$ cat src/rtl/tga_image_stream_decoder_assert.svh
// ---------------------------------------------------------------------------
// TGA decoder assertion macros
// Clocked assertion shorthands shared by the decoder RTL.
// ---------------------------------------------------------------------------
`ifndef TGA_IMAGE_STREAM_DECODER_ASSERT_SVH
`define TGA_IMAGE_STREAM_DECODER_ASSERT_SVH

// Condition that must hold at every clock edge out of reset.
`define TGA_ASSERT_ALWAYS(label, expr, msg) \
  label: assert property (@(posedge clk) disable iff (!rst_n) (expr)) else $error(msg);

// Antecedent in this cycle implies consequent in the next one.
`define TGA_ASSERT_NEXT(label, ante, cons, msg) \
  label: assert property (@(posedge clk) disable iff (!rst_n) (ante) |=> (cons)) \
    else $error(msg);

`endif

$ cat src/rtl/tga_pkg.sv
// ---------------------------------------------------------------------------
// TGA decoder package
// Beat types, parser phases, result and error codes, header byte offsets.
// ---------------------------------------------------------------------------
package tga_pkg;

  typedef struct packed {
    logic [7:0] file_byte;
    logic       start_of_file;
  } tga_in_t;

  typedef struct packed {
    logic [1:0]  result_kind;
    logic [15:0] image_width;
    logic [15:0] image_height;
    logic [2:0]  bytes_per_pixel;
    logic [1:0]  error_code;
    logic [7:0]  red;
    logic [7:0]  green;
    logic [7:0]  blue;
    logic [7:0]  alpha;
    logic [7:0]  run_length;
    logic        image_done;
  } tga_out_t;

  typedef enum logic [2:0] {
    PH_HEADER = 3'd0,
    PH_ID     = 3'd1,
    PH_PACKET = 3'd2,
    PH_COLOUR = 3'd3,
    PH_DONE   = 3'd4,
    PH_ERROR  = 3'd5
  } phase_t;

  localparam logic [1:0] KIND_HEADER = 2'd0;
  localparam logic [1:0] KIND_PIXEL  = 2'd1;
  localparam logic [1:0] KIND_ERROR  = 2'd2;

  localparam logic [1:0] ERR_NONE    = 2'd0;
  localparam logic [1:0] ERR_TYPE    = 2'd1;
  localparam logic [1:0] ERR_DEPTH   = 2'd2;
  localparam logic [1:0] ERR_OVERRUN = 2'd3;

  localparam logic [4:0] HDR_ID_LEN    = 5'd0;
  localparam logic [4:0] HDR_TYPE      = 5'd2;
  localparam logic [4:0] HDR_WIDTH_LO  = 5'd12;
  localparam logic [4:0] HDR_WIDTH_HI  = 5'd13;
  localparam logic [4:0] HDR_HEIGHT_LO = 5'd14;
  localparam logic [4:0] HDR_HEIGHT_HI = 5'd15;
  localparam logic [4:0] HDR_DEPTH     = 5'd16;
  localparam logic [4:0] HDR_LAST      = 5'd17;
  localparam logic [4:0] HDR_LEN       = 5'd18;

  localparam logic [7:0] TYPE_RGB      = 8'd2;
  localparam logic [7:0] TYPE_GRAY     = 8'd3;
  localparam logic [7:0] TYPE_RLE_RGB  = 8'd10;
  localparam logic [7:0] TYPE_RLE_GRAY = 8'd11;

  localparam logic [7:0] DEPTH_24 = 8'd24;
  localparam logic [7:0] DEPTH_32 = 8'd32;

  localparam logic [2:0] BPP_GRAY = 3'd1;
  localparam logic [2:0] BPP_RGB  = 3'd3;
  localparam logic [2:0] BPP_RGBA = 3'd4;

endpackage

$ cat src/rtl/tga_image_stream_decoder.sv
// ---------------------------------------------------------------------------
// TGA image stream decoder
// Results are registered; a result waits in the skid while out_stall holds the output.
// Throughput: one input beat per cycle while in_stall is low; each beat gives zero or one result.
// A two-deep output (register plus skid) keeps in_stall low unless both hold
// results; in_stall is a plain register output.
// Reset (rst_n low, synchronous) returns the parser to header byte 0 and
// empties the output stages.
// ---------------------------------------------------------------------------
`include "tga_image_stream_decoder_assert.svh"

module tga_image_stream_decoder
  import tga_pkg::*;
(
  input  logic     clk,
  input  logic     rst_n,
  input  logic     in_valid,
  output logic     in_stall,
  input  tga_in_t  in_data,
  output logic     out_valid,
  input  logic     out_stall,
  output tga_out_t out_result
);

  // Parser state
  phase_t      phase_r, phase_nxt;
  logic [4:0]  hidx_r, hidx_nxt;        // header byte index, saturates at 18
  logic [7:0]  id_left_r, id_left_nxt;  // ID field bytes still to skip
  logic        rle_r, rle_nxt;
  logic        gray_r, gray_nxt;
  logic [2:0]  pb_r, pb_nxt;            // bytes per pixel
  logic [15:0] width_r, width_nxt;
  logic [15:0] height_r, height_nxt;
  logic [31:0] pl_r, pl_nxt;            // pixels left in image
  logic [7:0]  ppl_r, ppl_nxt;          // pixels left in packet
  logic        pir_r, pir_nxt;          // current packet is a run
  logic [1:0]  cbi_r, cbi_nxt;          // colour byte index
  logic [31:0] ca_r, ca_nxt;            // colour assembly

  // Output register and skid
  tga_out_t out_r, skid_r;
  logic     out_valid_r, skid_valid_r;

  // State as seen by this beat: a start mark wipes the file context first
  phase_t      cur_phase;
  logic [4:0]  cur_hidx;
  logic [7:0]  cur_id_left;
  logic        cur_rle, cur_gray, cur_pir;
  logic [2:0]  cur_pb;
  logic [15:0] cur_width, cur_height;
  logic [31:0] cur_pl;
  logic [7:0]  cur_ppl;
  logic [1:0]  cur_cbi;
  logic [31:0] cur_ca;

  logic        accept;
  logic [7:0]  b;

  // Pixel datapath
  logic        pix_last;     // this byte completes a pixel
  logic [31:0] asm_new;
  logic [31:0] rgba;
  logic        run_pkt;
  logic        run_trunc;
  logic [7:0]  run_len;
  logic [31:0] pl_after;
  logic [7:0]  ppl_after;
  logic [1:0]  pix_err;
  logic        type_ok;
  logic        depth_ok;
  logic        img_empty;
  logic [31:0] img_pixels;

  // Result of this beat
  logic     res_valid;
  tga_out_t res;

  assign accept     = in_valid && !in_stall;
  assign b          = in_data.file_byte;
  assign in_stall   = skid_valid_r;
  assign out_valid  = out_valid_r;
  assign out_result = out_r;

  always_comb begin
    if (in_data.start_of_file) begin
      cur_phase   = PH_HEADER;
      cur_hidx    = '0;
      cur_id_left = '0;
      cur_rle     = 1'b0;
      cur_gray    = 1'b0;
      cur_pb      = '0;
      cur_width   = '0;
      cur_height  = '0;
      cur_pl      = '0;
      cur_ppl     = '0;
      cur_pir     = 1'b0;
      cur_cbi     = '0;
      cur_ca      = '0;
    end else begin
      cur_phase   = phase_r;
      cur_hidx    = hidx_r;
      cur_id_left = id_left_r;
      cur_rle     = rle_r;
      cur_gray    = gray_r;
      cur_pb      = pb_r;
      cur_width   = width_r;
      cur_height  = height_r;
      cur_pl      = pl_r;
      cur_ppl     = ppl_r;
      cur_pir     = pir_r;
      cur_cbi     = cbi_r;
      cur_ca      = ca_r;
    end
  end

  // Header checks
  assign type_ok    = (b == TYPE_RGB) || (b == TYPE_GRAY) ||
                      (b == TYPE_RLE_RGB) || (b == TYPE_RLE_GRAY);
  assign depth_ok   = cur_gray || (b == DEPTH_24) || (b == DEPTH_32);
  assign img_empty  = (cur_width == '0) || (cur_height == '0);
  assign img_pixels = 32'(cur_width) * 32'(cur_height);

  // Pixel assembly; BGR(A) byte order in, RGBA out
  assign pix_last = ({1'b0, cur_cbi} + 3'd1) >= cur_pb;
  assign asm_new  = cur_ca | (32'(b) << {cur_cbi, 3'b000});

  always_comb begin
    if (cur_gray || (cur_pb < BPP_RGB)) begin
      rgba = {24'h0, asm_new[7:0]};
    end else begin
      rgba = {(cur_pb == BPP_RGBA) ? asm_new[31:24] : 8'h00,
              asm_new[7:0], asm_new[15:8], asm_new[23:16]};
    end
  end

  // Run and pixel accounting
  assign run_pkt   = cur_rle && cur_pir;
  assign run_trunc = 32'(cur_ppl) > cur_pl;

  always_comb begin
    if (run_pkt) begin
      run_len   = run_trunc ? cur_pl[7:0] : cur_ppl;
      pl_after  = cur_pl - 32'(run_len);
      ppl_after = '0;
      pix_err   = run_trunc ? ERR_OVERRUN : ERR_NONE;
    end else begin
      run_len   = 8'd1;
      pl_after  = (cur_pl != '0) ? cur_pl - 32'd1 : cur_pl;
      ppl_after = (cur_rle && (cur_ppl != '0)) ? cur_ppl - 8'd1 : cur_ppl;
      pix_err   = (cur_rle && (pl_after == '0) && (ppl_after != '0)) ?
                  ERR_OVERRUN : ERR_NONE;
    end
  end

  // Next-state logic
  always_comb begin
    phase_nxt   = cur_phase;
    hidx_nxt    = cur_hidx;
    id_left_nxt = cur_id_left;
    rle_nxt     = cur_rle;
    gray_nxt    = cur_gray;
    pb_nxt      = cur_pb;
    width_nxt   = cur_width;
    height_nxt  = cur_height;
    pl_nxt      = cur_pl;
    ppl_nxt     = cur_ppl;
    pir_nxt     = cur_pir;
    cbi_nxt     = cur_cbi;
    ca_nxt      = cur_ca;

    unique case (cur_phase)
      PH_HEADER: begin
        if (cur_hidx < HDR_LEN) begin
          hidx_nxt = cur_hidx + 5'd1;
        end
        unique case (cur_hidx)
          HDR_ID_LEN:    id_left_nxt = b;
          HDR_TYPE: begin
            if (type_ok) begin
              rle_nxt  = (b == TYPE_RLE_RGB) || (b == TYPE_RLE_GRAY);
              gray_nxt = (b == TYPE_GRAY) || (b == TYPE_RLE_GRAY);
            end else begin
              phase_nxt = PH_ERROR;
            end
          end
          HDR_WIDTH_LO:  width_nxt[7:0]   = b;
          HDR_WIDTH_HI:  width_nxt[15:8]  = b;
          HDR_HEIGHT_LO: height_nxt[7:0]  = b;
          HDR_HEIGHT_HI: height_nxt[15:8] = b;
          HDR_DEPTH: begin
            priority if (cur_gray) begin
              pb_nxt = BPP_GRAY;
            end else if (b == DEPTH_32) begin
              pb_nxt = BPP_RGBA;
            end else if (b == DEPTH_24) begin
              pb_nxt = BPP_RGB;
            end else begin
              phase_nxt = PH_ERROR;
            end
          end
          HDR_LAST: begin
            pl_nxt  = img_pixels;
            cbi_nxt = '0;
            ca_nxt  = '0;
            priority if (img_empty) begin
              phase_nxt = PH_DONE;
            end else if (cur_id_left != '0) begin
              phase_nxt = PH_ID;
            end else if (cur_rle) begin
              phase_nxt = PH_PACKET;
            end else begin
              phase_nxt = PH_COLOUR;
            end
          end
          default: ;
        endcase
      end
      PH_ID: begin
        if (cur_id_left != '0) begin
          id_left_nxt = cur_id_left - 8'd1;
        end
        if (id_left_nxt == '0) begin
          priority if (cur_pl == '0) begin
            phase_nxt = PH_DONE;
          end else if (cur_rle) begin
            phase_nxt = PH_PACKET;
          end else begin
            phase_nxt = PH_COLOUR;
          end
        end
      end
      PH_PACKET: begin
        pir_nxt   = b[7];
        ppl_nxt   = {1'b0, b[6:0]} + 8'd1;
        cbi_nxt   = '0;
        ca_nxt    = '0;
        phase_nxt = PH_COLOUR;
      end
      PH_COLOUR: begin
        if (!pix_last) begin
          ca_nxt  = asm_new;
          cbi_nxt = cur_cbi + 2'd1;
        end else begin
          ca_nxt  = '0;
          cbi_nxt = '0;
          pl_nxt  = pl_after;
          ppl_nxt = ppl_after;
          priority if (pl_after == '0) begin
            phase_nxt = PH_DONE;
          end else if (cur_rle && (ppl_after == '0)) begin
            phase_nxt = PH_PACKET;
          end else begin
            phase_nxt = PH_COLOUR;
          end
        end
      end
      PH_DONE, PH_ERROR: ;
      default: ;
    endcase
  end

  // Result of this beat
  always_comb begin
    res_valid           = 1'b0;
    res                 = '0;
    res.image_width     = cur_width;
    res.image_height    = cur_height;
    unique case (cur_phase)
      PH_HEADER: begin
        if ((cur_hidx == HDR_TYPE) && !type_ok) begin
          res_valid      = 1'b1;
          res.result_kind = KIND_ERROR;
          res.error_code = ERR_TYPE;
        end else if ((cur_hidx == HDR_DEPTH) && !depth_ok) begin
          res_valid      = 1'b1;
          res.result_kind = KIND_ERROR;
          res.error_code = ERR_DEPTH;
        end else if (cur_hidx == HDR_LAST) begin
          res_valid           = 1'b1;
          res.result_kind     = KIND_HEADER;
          res.bytes_per_pixel = cur_pb;
          res.image_done      = img_empty;
        end
      end
      PH_COLOUR: begin
        if (pix_last) begin
          res_valid           = 1'b1;
          res.result_kind     = KIND_PIXEL;
          res.bytes_per_pixel = cur_pb;
          res.error_code      = pix_err;
          res.red             = rgba[7:0];
          res.green           = rgba[15:8];
          res.blue            = rgba[23:16];
          res.alpha           = rgba[31:24];
          res.run_length      = run_len;
          res.image_done      = (pl_after == '0);
        end
      end
      PH_ID, PH_PACKET, PH_DONE, PH_ERROR: ;
      default: ;
    endcase
  end

  // Parser registers
  always_ff @(posedge clk) begin
    if (!rst_n) begin
      phase_r   <= PH_HEADER;
      hidx_r    <= '0;
      id_left_r <= '0;
      rle_r     <= 1'b0;
      gray_r    <= 1'b0;
      pb_r      <= '0;
      width_r   <= '0;
      height_r  <= '0;
      pl_r      <= '0;
      ppl_r     <= '0;
      pir_r     <= 1'b0;
      cbi_r     <= '0;
      ca_r      <= '0;
    end else if (accept) begin
      phase_r   <= phase_nxt;
      hidx_r    <= hidx_nxt;
      id_left_r <= id_left_nxt;
      rle_r     <= rle_nxt;
      gray_r    <= gray_nxt;
      pb_r      <= pb_nxt;
      width_r   <= width_nxt;
      height_r  <= height_nxt;
      pl_r      <= pl_nxt;
      ppl_r     <= ppl_nxt;
      pir_r     <= pir_nxt;
      cbi_r     <= cbi_nxt;
      ca_r      <= ca_nxt;
    end
  end

  // Output register with skid: skid fills only when the output is held
  logic pop, push;
  assign pop  = out_valid_r && !out_stall;
  assign push = accept && res_valid;

  always_ff @(posedge clk) begin
    if (!rst_n) begin
      out_valid_r  <= 1'b0;
      skid_valid_r <= 1'b0;
    end else if (skid_valid_r) begin
      if (pop) begin
        skid_valid_r <= 1'b0;
      end
    end else if (push) begin
      if (!out_valid_r || pop) begin
        out_valid_r <= 1'b1;
      end else begin
        skid_valid_r <= 1'b1;
      end
    end else if (pop) begin
      out_valid_r <= 1'b0;
    end
  end

  always_ff @(posedge clk) begin
    if (skid_valid_r) begin
      if (pop) begin
        out_r <= skid_r;
      end
    end else if (push) begin
      if (!out_valid_r || pop) begin
        out_r <= res;
      end else begin
        skid_r <= res;
      end
    end
  end

  // Checks
  `TGA_ASSERT_ALWAYS(a_skid_behind_out, !skid_valid_r || out_valid_r,
    "skid holds a beat while the output register is empty")
  `TGA_ASSERT_NEXT(a_skid_drains, skid_valid_r && !out_stall, !skid_valid_r,
    "skid not drained after output beat taken")
  `TGA_ASSERT_ALWAYS(a_done_no_pixels, (phase_r != PH_DONE) || (pl_r == '0),
    "image marked done with pixels still outstanding")
  `TGA_ASSERT_ALWAYS(a_colour_depth,
    (phase_r != PH_COLOUR) || (pb_r == BPP_GRAY) || (pb_r == BPP_RGB) ||
    (pb_r == BPP_RGBA),
    "pixel data phase entered without a valid pixel size")

endmodule

$ cat config.mk
export PLATFORM = sky130hd
export DESIGN_NAME = tga_image_stream_decoder
export DESIGN_NICKNAME = d
export VERILOG_FILES = /design/src/rtl/tga_pkg.sv /design/src/rtl/tga_image_stream_decoder.sv
export VERILOG_INCLUDE_DIRS = /design/src /design/src/rtl
export SDC_FILE = /design/constraint.sdc
export NUM_CORES = 1
export LEC_CHECK = 0
export BUFFER_PORTS_ARGS = -buffer_cell sky130_fd_sc_hd__clkbuf_2
export CAP_MARGIN = 40
export CELL_PAD_IN_SITES_DETAIL_PLACEMENT = 1
export CELL_PAD_IN_SITES_GLOBAL_PLACEMENT = 1
export CORE_ASPECT_RATIO = 1.5
export CORE_MARGIN = 2
export CORE_UTILIZATION = 30
export CTS_BUF_LIST = sky130_fd_sc_hd__clkbuf_8
export CTS_CLUSTER_DIAMETER = 150
export DETAILED_ROUTE_END_ITERATION = 16
export PLACE_DENSITY_LB_ADDON = 0.1
export REMOVE_ABC_BUFFERS = 1
export SLEW_MARGIN = 20
export SYNTH_ARGS = -nofsm -noshare
export SYNTH_HDL_FRONTEND = slang
export SYNTH_SLANG_ARGS = --single-unit
$ cat constraint.sdc
create_clock -name clk -period 11.4 [get_ports clk]
set_input_delay 1.14 -clock clk [delete_from_list [all_inputs] [get_ports clk]]
set_output_delay 1.14 -clock clk [all_outputs]
set_load 0.1 [all_outputs]
==> impl_metrics.py, run 1 <==
metrics = {
    "sta": {
        "fin_skew_ns": 0.03544,
        "rsz0062_at_grt": "false",
        "slew_violations": 0,
        "period_needed_ns": 7.895,
        "worstMarginPinSlew_ns": 0.9558,
        "tns_ns": 0,
        "hold_viol": 0,
        "finalSetupViolCount": 0,
        "fmax_mhz": 126.7,
        "max_slew_margin_pct": 35.69,
        "hold_ws_ns": 0.5273,
        "post-route-period-util_pct": 69.25,
    },
    "synth": {
        "yosysTopAreaCell": "edfxtp_1",
        "synth_top_cell_area_share_pct": 19.18,
        "postSynth.asyncResetShare_pct": 0,
        "yosys_warnings": 0,
        "ys_types": 86,
        "synth-edff-count": 160,
        "yosysSeqAreaShare_pct": 29.57,
        "syn_inst": 2786,
        "synth_seq_cells": 290,
        "syn_area_per_cell_sq_um": 8.990,
        "mappedNetlistArea_sq_mm": 0.02505,
        "synthTopCellsByArea": "edfxtp_1 19%, fa_1 16%, dfxtp_1 10%",
        "synth_top_flop_cell": "edfxtp_1",
    },
    "power": {
        "leakage_nw": 11.52,
        "vdd_drop_max_v": 0.00009246,
        "p_seq_share_pct": 42.5,
        "power_frac_clock_pct": 43.1,
        "switching_power_uw": 809.4,
        "combPwrFrac_pct": 14.4,
        "sw_frac_of_total_pct": 30.45,
        "p_int_mw": 1.849,
        "p_per_area_mw_per_mm2": 94.47,
    },
    "clocking": {
        "ctsHoldBuffers": 0,
        "cts_sinks": 290,
        "cts_max_level": 2,
        "root_buffer": "clkbuf_8",
        "insertion_delay_ns": 0.70,
        "postCtsResizedCells": 0,
        "postCtsSetupRepairBufs": 0,
        "cts_buffer_depth": 3,
        "path_clk_slew_ns": 0.07,
        "numCtsBuffers": 53,
        "tritoncts": "done",
    },
    "cells_and_area": {
        "synthToLayoutAreaGrowth_pct": 12.35,
        "fin_nets": 3164,
        "fin_area_sq_mm": 0.02814,
        "final_layout_size_suffix_gt1_share_pct": 12.28,
    },
    "setup_path": {
        "critPathMaxFanout": 46,
        "r2r-start": "width_r[7]",
        "r2r-end": "pl_r[30]",
        "crit_path_frequent_cell": "fa_1",
        "worst_setup_path_start_kind": "primary input",
        "cp.arrival_ns": 8.46,
        "slowest_stage": "buf_4",
        "reg2reg_depth": 23,
        "required_ns": 11.97,
        "path_class": "in -> reg",
        "end_kind": "register",
        "critical-path-max-stage-delay_ns": 0.55,
        "rrSetupSlack_ns": 4.45,
    },
    "min_path": {
        "holdCritStartpoint": "skid_r[52]",
        "hold_class": "reg -> reg",
        "hold_end": "out_result[52]",
        "hold_depth": 1,
    },
    "die": {
        "start_util_pct": 30.31,
        "die-area_sq_mm": 0.08586,
        "num_rows": 129,
        "die_y_um": 357.9,
        "die_w_um": 239.9,
        "ios": 95,
        "fp.coreArea_sq_mm": 0.08264,
    },
    "global_route": {
        "grt_overflow_total": 0,
        "grt_pass1_wl_um": 144700,
        "grt_max_degree": 65,
        "antenna_found_initial": 2,
        "grt_pass1_vias": 23340,
        "grt.total_usage_pct": 22.09,
    },
    "drt": {
        "drc": 0,
        "vias": 20920,
        "finalWirelength_um": 92790,
        "ant_nets": 0,
        "routedWlPerCell_um": 23.31,
        "drtPass1Iterations": 4,
        "routed_via_density": 5.257,
        "drt_iter0_drc": 1017,
    },
    "status": {
        "status": "complete, no violations",
    },
    "placed_design": {
        "postPlaceCellArea_sq_mm": 0.02681,
        "port_buffers": 94,
        "place.gp.congestion": 0.9170,
        "dpl.hpwl_um": 70170,
    },
    "run": {
        "drv_cap": 0,
    },
}
cell type report:
| type | instances | area (sq um) |
|---|---|---|
| clock inverter | 43 | 397.9 |
| antenna | 1 | 2.502 |
| sequential | 290 | 7411 |
| inverter | 275 | 1032 |
| multi-input combinational | 2036 | 15950 |
| tap | 1113 | 1393 |
| timing repair buffer | 165 | 1175 |
| fill | 9664 | 54500 |
| clock buffer | 57 | 784.5 |
metrics by stage:
step | utilization [%] | std cells | total power, mW | setup slack, ns
CTS | 33.87 | 3971 | 2.710 | 3.538
detailed placement | 32.44 | 3871 | 1.531 | 2.798
global placement | 32.25 | 3861 | 1.525 | 2.870
floorplan | - | 2601 | 1.376 | -0.4440
global route | 34.05 | 3980 | 2.772 | 3.060
finish | 34.05 | 3980 | 2.659 | 3.505
sequential cells by signal, indices dropped and copies added, names as in the netlist:
| signal | flops |
|---|---|
| skid_r | 80 |
| rle_r | 1 |
| cbi_r | 2 |
| pb_r | 3 |
| in_stall | 1 |
| phase_r | 3 |
| hidx_r | 5 |
| out_result | 80 |
| ca_r | 32 |
| gray_r | 1 |
| ppl_r | 8 |
| pir_r | 1 |
| pl_r | 32 |
| height_r | 16 |
| id_left_r | 8 |
| width_r | 16 |
| out_valid | 1 |
Yosys cell counts (all sizes together) (16+ instances only):
cell,n
nand2,316
inv,275
fa,195
nor2,169
edfxtp,160
clkbuf,155
and2,143
nor2b,143
ha,135
dfxtp,130
o21ai,129
a21oi,104
a22oi,73
mux2,64
nor3,55
xnor2,48
nand3,37
nor4,37
buf,30
a31oi,29
o31ai,28
a211oi,19
nand4,17
a21boi,16
a21o,16
a22o,16
cell usage in the layout, fill, tap and decap left out, types with 11 or more instances in the layout:
cell      synthesis  routed
a211oi_1         18      18
a21boi_0         14      13
a21o_1           16      16
a21oi_1         103     103
a221oi_1         11      11
a22o_1           16      16
a22oi_1          73      73
a31oi_1          29      29
and2_1          143     143
and3_1           13      13
buf_4             1      56
clkbuf_2          0      92
clkbuf_8          0      57
clkinv_2          0      11
dfxtp_1         130     129
edfxtp_1        160     160
fa_1            195     195
ha_1            135     135
inv_1           275     285
mux2_2           64      64
nand2_1         316     316
nand2b_1         13      13
nand3_1          37      36
nand4_1          17      17
nor2_1          168     166
nor2b_1         143     142
nor3_1           54      53
nor4_1           32      31
o211a_1          11      11
o21a_1           12      12
o21ai_0         126     126
o22ai_1          14      14
o31ai_1          28      28
or3_1            12      12
or4_1            11      11
xnor2_1          48      48
xor2_1           15      15
critical path: cells and delay by family:
kind	cells	cell delay (ns)
compound gates	8	1.85
fa+ha+maj	7	2.93
buf+inv	8	1.62
mux	1	0.34
simple gates	3	0.51
power groups by stage:
stage / Sequential, mW / Combinational (mW) / Clock (mW)
floorplan: 1.17 / 0.210 / 0
global placement: 1.15 / 0.372 / 0
detailed placement: 1.15 / 0.379 / 0
CTS: 1.13 / 0.380 / 1.20
global route: 1.13 / 0.410 / 1.23
finish: 1.13 / 0.382 / 1.15
layer usage:
| layer | vias to the layer above | routed length, um | GRT usage (%) |
|---|---|---|---|
| met5 | - | 0 | 0 |
| met4 | 0 | 4502 | 10.25 |
| met3 | 182 | 2430 | 2.209 |
| met2 | 379 | 49080 | 41.52 |
| met1 | 10700 | 36770 | 24.89 |
| li1 | 9659 | - | - |
cells by family (layout without fill, tap and decap cells):
kind of cell / after synthesis / after routing / share of synthesized area (%)
multiplexers: 74 / 74 / 3.277
flip-flops: 290 / 290 / 29.57
XOR/XNOR: 63 / 63 / 2.203
buffers and inverters: 460 / 540 / 6.974
adder cells (fa/ha/maj): 330 / 330 / 22.33
other: 0 / 1 / 0
AO/OA/AOI/OAI: 569 / 569 / 15.35
AND/OR/NAND/NOR: 1000 / 1000 / 20.29
worst max-delay path by stage:
stage / from / endpoint / slack [ns] / cells after the start
floorplan: in_stall / out_result[0] / -0.44 / 3
global placement: in_data[0] / pl_r[26] / 2.87 / 27
detailed placement: in_data[0] / pl_r[30] / 2.80 / 27
CTS: in_data[0] / pl_r[30] / 3.54 / 27
global route: in_data[0] / pl_r[30] / 3.06 / 27
finish: in_data[0] / pl_r[30] / 3.51 / 27
(Power assumes the default switching activity.)
==> run 2: changes to the inputs <==
clock period = 8.1 ns   (was 11.4 ns; I/O delays follow)
==> run 2 against run 1 <==
  * Wire length is 1.5% higher
  * Critical path type unchanged
  * Sequential cell count did not move
  * Hold slack worse by 0.082 ns
  * Combinational power is 44% higher
  * Non-clock buffer count rose by 33
  * Largest power group is now sequential cells
  * Core utilization up 0.25 points
  * Count of clock-buffer cells in the layout is 1 lower
  * Via count grew 0.11%
  * Power increased by 40%
  * Sequential share of layout area shrank 0.19 points
  * First-iteration DRC count shrank 20%
==> impl_metrics.py, run 2 (same netlist as run 1, synthesis figures left out) <==
metrics = {
    "setup_path": {
        "critPathTopFamily": "compound AO/OA/AOI/OAI gates",
        "end_kind": "register",
        "critical-path-max-stage-delay_ns": 0.69,
        "reg2reg_depth": 24,
        "worst_setup_path_start_kind": "primary input",
        "rrSetupSlack_ns": 1.10,
        "path_class": "in -> reg",
        "required_ns": 8.67,
        "slowest_stage": "nor4_1",
        "cp.arrival_ns": 7.65,
        "r2r-end": "pl_r[30]",
        "path_buf_inv": 7,
        "critPathMaxFanout": 62,
        "crit_path_frequent_cell": "buf_4",
        "r2r-start": "height_r[10]",
    },
    "sta": {
        "hold_viol": 0,
        "post-route-period-util_pct": 87.40,
        "worstMarginPinSlew_ns": 0.8700,
        "tns_ns": 0,
        "fin_skew_ns": 0.05229,
        "hold_ws_ns": 0.4448,
        "slew_violations": 0,
        "finalSetupViolCount": 0,
        "rsz0062_at_grt": "false",
        "setup_ws_ns": 1.021,
        "fmax_mhz": 141.3,
        "max_slew_margin_pct": 41.92,
        "period_needed_ns": 7.079,
    },
    "clocking": {
        "path_clk_slew_ns": 0.06,
        "cts_sinks": 290,
        "numCtsBuffers": 52,
        "postCtsSetupRepairBufs": 0,
        "cts_buffer_depth": 3,
        "postCtsResizedCells": 0,
        "insertion_delay_ns": 0.73,
        "cts_max_level": 2,
        "root_buffer": "clkbuf_8",
        "ctsHoldBuffers": 0,
        "tritoncts": "done",
    },
    "drt": {
        "finalWirelength_um": 94190,
        "drtPass1Iterations": 5,
        "wl_met3_um": 2291,
        "ant_nets": 0,
        "wl_met2_um": 50090,
        "routedWlPerCell_um": 23.48,
        "top_layer": "met5",
        "vias": 20950,
        "wirelength_met1_um": 36930,
        "drc": 0,
        "drt_iter0_drc": 817,
        "routed_via_density": 5.223,
    },
    "min_path": {
        "holdCritStartpoint": "out_stall",
        "hold_depth": 2,
        "hold_end": "in_stall",
        "hold_class": "in -> reg",
    },
    "die": {
        "ios": 95,
        "die_w_um": 239.9,
        "die-area_sq_mm": 0.08586,
        "fp.coreArea_sq_mm": 0.08264,
        "num_rows": 129,
        "start_util_pct": 30.31,
        "die_y_um": 357.9,
    },
    "global_route": {
        "antenna_found_initial": 2,
        "grt.total_usage_pct": 22.31,
        "grt_max_degree": 71,
        "grt_pass1_wl_um": 144900,
        "grt_pass1_vias": 23260,
        "grt_overflow_total": 0,
    },
    "cells_and_area": {
        "mostFrequentLayoutCells": "316 x nand2_1, 292 x inv_1, 195 x fa_1",
        "final_common_cell": "nand2_1",
        "final_layout_size_suffix_gt1_share_pct": 13.08,
        "fin_nets": 3196,
        "synthToLayoutAreaGrowth_pct": 13.17,
        "final_core_util_pct": 34.30,
    },
    "placed_design": {
        "dpl.hpwl_um": 71570,
        "dpl_worst_slack_ns": 0.3204,
        "place.gp.congestion": 0.8725,
        "port_buffers": 94,
    },
    "power": {
        "p_per_area_mw_per_mm2": 131.0,
        "vdd_drop_max_v": 0.0001417,
        "leakage_nw": 11.67,
    },
    "status": {
        "status": "complete, no violations",
    },
    "run": {
        "drv_cap": 0,
    },
}
==> run 2: worst max-delay path by stage <==
stage / start / endpoint / slack [ns] / cells past startpoint
after global placement: in_data[0] / pl_r[25] / 0.35 / 24
after floorplan: in_stall / out_result[0] / -3.74 / 3
after detailed placement: in_data[0] / pl_r[30] / 0.32 / 25
after global routing: in_data[0] / pl_r[30] / 0.67 / 25
final: in_data[0] / out_result[0] / 1.02 / 27
after CTS: width_r[8] / pl_r[30] / 1.02 / 24
==> run 2: power breakdown <==
group	switching, mW	internal, mW	total (mW)
combinational	0.372	0.176	0.549
sequential	0.0331	1.56	1.59
clock	0.735	0.839	1.57
total	1.14	2.57	3.71
==> run 2: worst reg2reg max path: cells and delay by family (launching register included) <==
family	cells	cell delay [ns]
muxes	1	0.35
buffers and inverters	5	0.56
and+or+nand+nor	3	1.04
AOI/OAI and AO/OA	8	1.56
DFF	1	0.37
adders and majority gates	7	3.02
==> run 2: stage by stage <==
stage | cells | cell area, sq um | total power [mW]
floorplan | 2601 | 24330 | 1.936
global placement | 3900 | 27030 | 2.160
detailed placement | 3911 | 27180 | 2.169
CTS | 4009 | 28320 | 3.784
global route | 4011 | 28350 | 3.871
finish | 4011 | 28350 | 3.713
==> run 2: layout make-up <==
type | instances | area (sq um)
Fill cell | 9697 | 54290
Multi-Input combinational cell | 2036 | 15950
Sequential cell | 290 | 7411
Timing Repair Buffer | 198 | 1430
Tap cell | 1113 | 1393
Inverter | 275 | 1032
Clock buffer | 56 | 770.7
Clock inverter | 42 | 361.6
Antenna cell | 1 | 2.502
==> run 2: per-layer routing <==
| layer | GRT usage, % | vias up |
|---|---|---|
| met2 | 42.01 | 368 |
| met1 | 25.00 | 10670 |
| li1 | - | 9728 |
| met3 | 2.317 | 177 |
| met5 | 0 | - |
| met4 | 10.45 | 2 |
==> run 3: changes to the inputs <==
CORE_UTILIZATION = 51   (was 30)
==> run 3 against run 2 <==
  * Non-clock buffer count decreased by 26
  * Core utilization increased by 22 points
  * Worst setup slack got worse by 0.094 ns
  * Via count increased by 3.0%
  * Combinational power decreased by 3.8%
  * Cell count decreased by 12%
  * Hold slack improved by 0.024 ns
  * Clock power decreased by 14%
  * First-iteration DRC count increased by 41%
  * Clock skew decreased by 0.014 ns
==> impl_metrics.py, run 3 (same netlist as run 1, synthesis figures left out) <==
metrics = {
    "drt": {
        "ant_nets": 0,
        "drt_iter0_drc": 1151,
        "vias": 21570,
        "routedWlPerCell_um": 24.35,
        "finalWirelength_um": 85730,
        "drc": 0,
        "drtPass1Iterations": 5,
        "routed_via_density": 6.127,
    },
    "global_route": {
        "grt_max_degree": 68,
        "grt_busiest_layer": "met2",
        "grtUsageMet1_pct": 37.54,
        "grt.total_usage_pct": 34.02,
        "antenna_found_initial": 1,
        "grtUsageMet2_pct": 62.97,
        "grt_util_met3_pct": 3.998,
        "grt_pass1_vias": 23550,
        "grt_pass1_wl_um": 133200,
        "grt_overflow_total": 0,
    },
    "sta": {
        "slew_violations": 0,
        "period_needed_ns": 7.173,
        "rsz0062_at_grt": "false",
        "post-route-period-util_pct": 88.56,
        "hold_ws_ns": 0.4693,
        "fmax_mhz": 139.4,
        "worstMarginPinSlew_ns": 0.9236,
        "fin_skew_ns": 0.03830,
        "max_slew_margin_pct": 38.30,
        "finalSetupViolCount": 0,
        "hold_viol": 0,
    },
    "placed_design": {
        "place.gp.congestion": 0.9796,
        "postPlaceCellArea_sq_mm": 0.02625,
        "placedCellCount": 3426,
        "dpl.hpwl_um": 63830,
        "port_buffers": 94,
    },
    "cells_and_area": {
        "fin_area_sq_mm": 0.02727,
        "multiInputGateArea_sq_mm": 0.01593,
        "final_core_util_pct": 56.17,
        "seq_area_sq_mm": 0.007411,
        "fill_cells": 5633,
        "finalNonFillerCells": 3520,
        "mostFrequentLayoutCells": "316 x nand2_1, 288 x inv_1, 195 x fa_1",
        "fin_nets": 3166,
        "synthToLayoutAreaGrowth_pct": 8.892,
        "final_common_cell": "nand2_1",
        "final_layout_size_suffix_gt1_share_pct": 11.98,
    },
    "clocking": {
        "postCtsSetupRepairBufs": 0,
        "cts_sinks": 290,
        "insertion_delay_ns": 0.67,
        "ctsHoldBuffers": 0,
        "numCtsBuffers": 48,
        "tritoncts": "done",
        "cts_max_level": 2,
        "path_clk_slew_ns": 0.07,
        "postCtsResizedCells": 0,
        "cts_buffer_depth": 3,
        "root_buffer": "clkbuf_8",
    },
    "die": {
        "num_rows": 99,
        "die_w_um": 184.9,
        "fp.coreArea_sq_mm": 0.04856,
        "die-area_sq_mm": 0.05094,
        "start_util_pct": 51.58,
        "ios": 95,
        "die_y_um": 275.4,
    },
    "setup_path": {
        "crit_path_frequent_cell": "fa_1",
        "path_buf_inv": 4,
        "critical-path-max-stage-delay_ns": 0.86,
        "cp.depth": 23,
        "worst_setup_path_start_kind": "register",
        "path_class": "reg -> reg",
        "end_kind": "register",
        "slowest_stage": "dfxtp_1",
        "reg2reg_depth": 23,
        "crit_chain": "nor2b_1 -> and2_1 -> fa_1 -> inv_1 -> fa_1 -> fa_1 -> inv_1 -> fa_1 -> fa_1 -> inv_1 -> fa_1 -> inv_1 -> ha_1 -> and4_1 -> a21oi_1 -> o21ai_0 -> a21bo_2 -> a31o_2 -> a21boi_0 -> o21bai_1 -> a21oi_1 -> mux2_2 -> o31a_1",
        "cp.arrival_ns": 7.72,
        "critPathMaxFanout": 17,
        "required_ns": 8.65,
        "critPathTopFamily": "adder cells",
    },
    "run": {
        "drv_cap": 0,
    },
    "min_path": {
        "hold_depth": 2,
        "hold_class": "in -> reg",
    },
    "status": {
        "status": "complete, no violations",
    },
    "power": {
        "p_per_area_mw_per_mm2": 127.3,
        "leakage_nw": 11.42,
        "vdd_drop_max_v": 0.0001412,
    },
}
run 3: cell types whose count changed in the layout (fill, tap and decap cells not counted), moves of 2 or more:
cell | previous run | this run
inv_1 | 292 | 288
buf_4 | 88 | 69
clkinv_1 | 6 | 10
bufinv_16 | 6 | 3
buf_12 | 8 | 1
buf_8 | 7 | 4
clkinvlp_4 | 2 | 0
clkbuf_8 | 56 | 51
buf_2 | 1 | 4
run 3: layout make-up:
class / instances / area share, %
antenna: 1 / 0.009175
clock buffer: 51 / 2.574
clock inverter: 39 / 0.9909
inverter: 275 / 3.785
multi-input combinational: 2036 / 58.42
sequential: 290 / 27.17
tap: 656 / 3.009
timing repair buffer: 172 / 4.037
run 3: report_power, final:
group | total [mW] | internal (mW) | switching [mW]
clock | 1.35 | 0.687 | 0.666
sequential | 1.59 | 1.56 | 0.0329
combinational | 0.528 | 0.165 | 0.362
run 3: final timing paths:
path | from | to | slack, ns
setup reg to reg | width_r[3] | pl_r[30] | 0.93
hold / removal | out_stall | in_stall | 0.47
setup / recovery | width_r[3] | pl_r[30] | 0.93
hold reg to reg | pb_r[1] | pb_r[1] | 0.51
run 3: stage by stage:
stage	setup TNS, ns	power (mW)	worst slack (ns)
floorplan	-395.26	1.936	-3.744
global placement	0	2.125	0.5538
detailed placement	0	2.138	0.4171
CTS	0	3.494	0.9193
global route	0	3.586	0.6093
finish	0	3.472	0.9270
run 3: worst register-to-register path, delay by kind of cell (launching register included):
| kind | cells | cell delay, ns |
|---|---|---|
| AO/OA/AOI/OAI | 8 | 1.61 |
| adder cells (fa/ha/maj) | 7 | 3.13 |
| buffers and inverters | 4 | 0.25 |
| flip-flops | 1 | 0.86 |
| multiplexers | 1 | 0.34 |
| AND/OR/NAND/NOR | 3 | 0.90 |
run 3: layer usage:
metal,wire length [um],share of wire [%],vias to the layer above
met5,0,0,-
met4,4920,5.7,0
met3,3394,4.0,275
met2,45040,53,663
met1,32370,38,10980
li1,-,-,9650
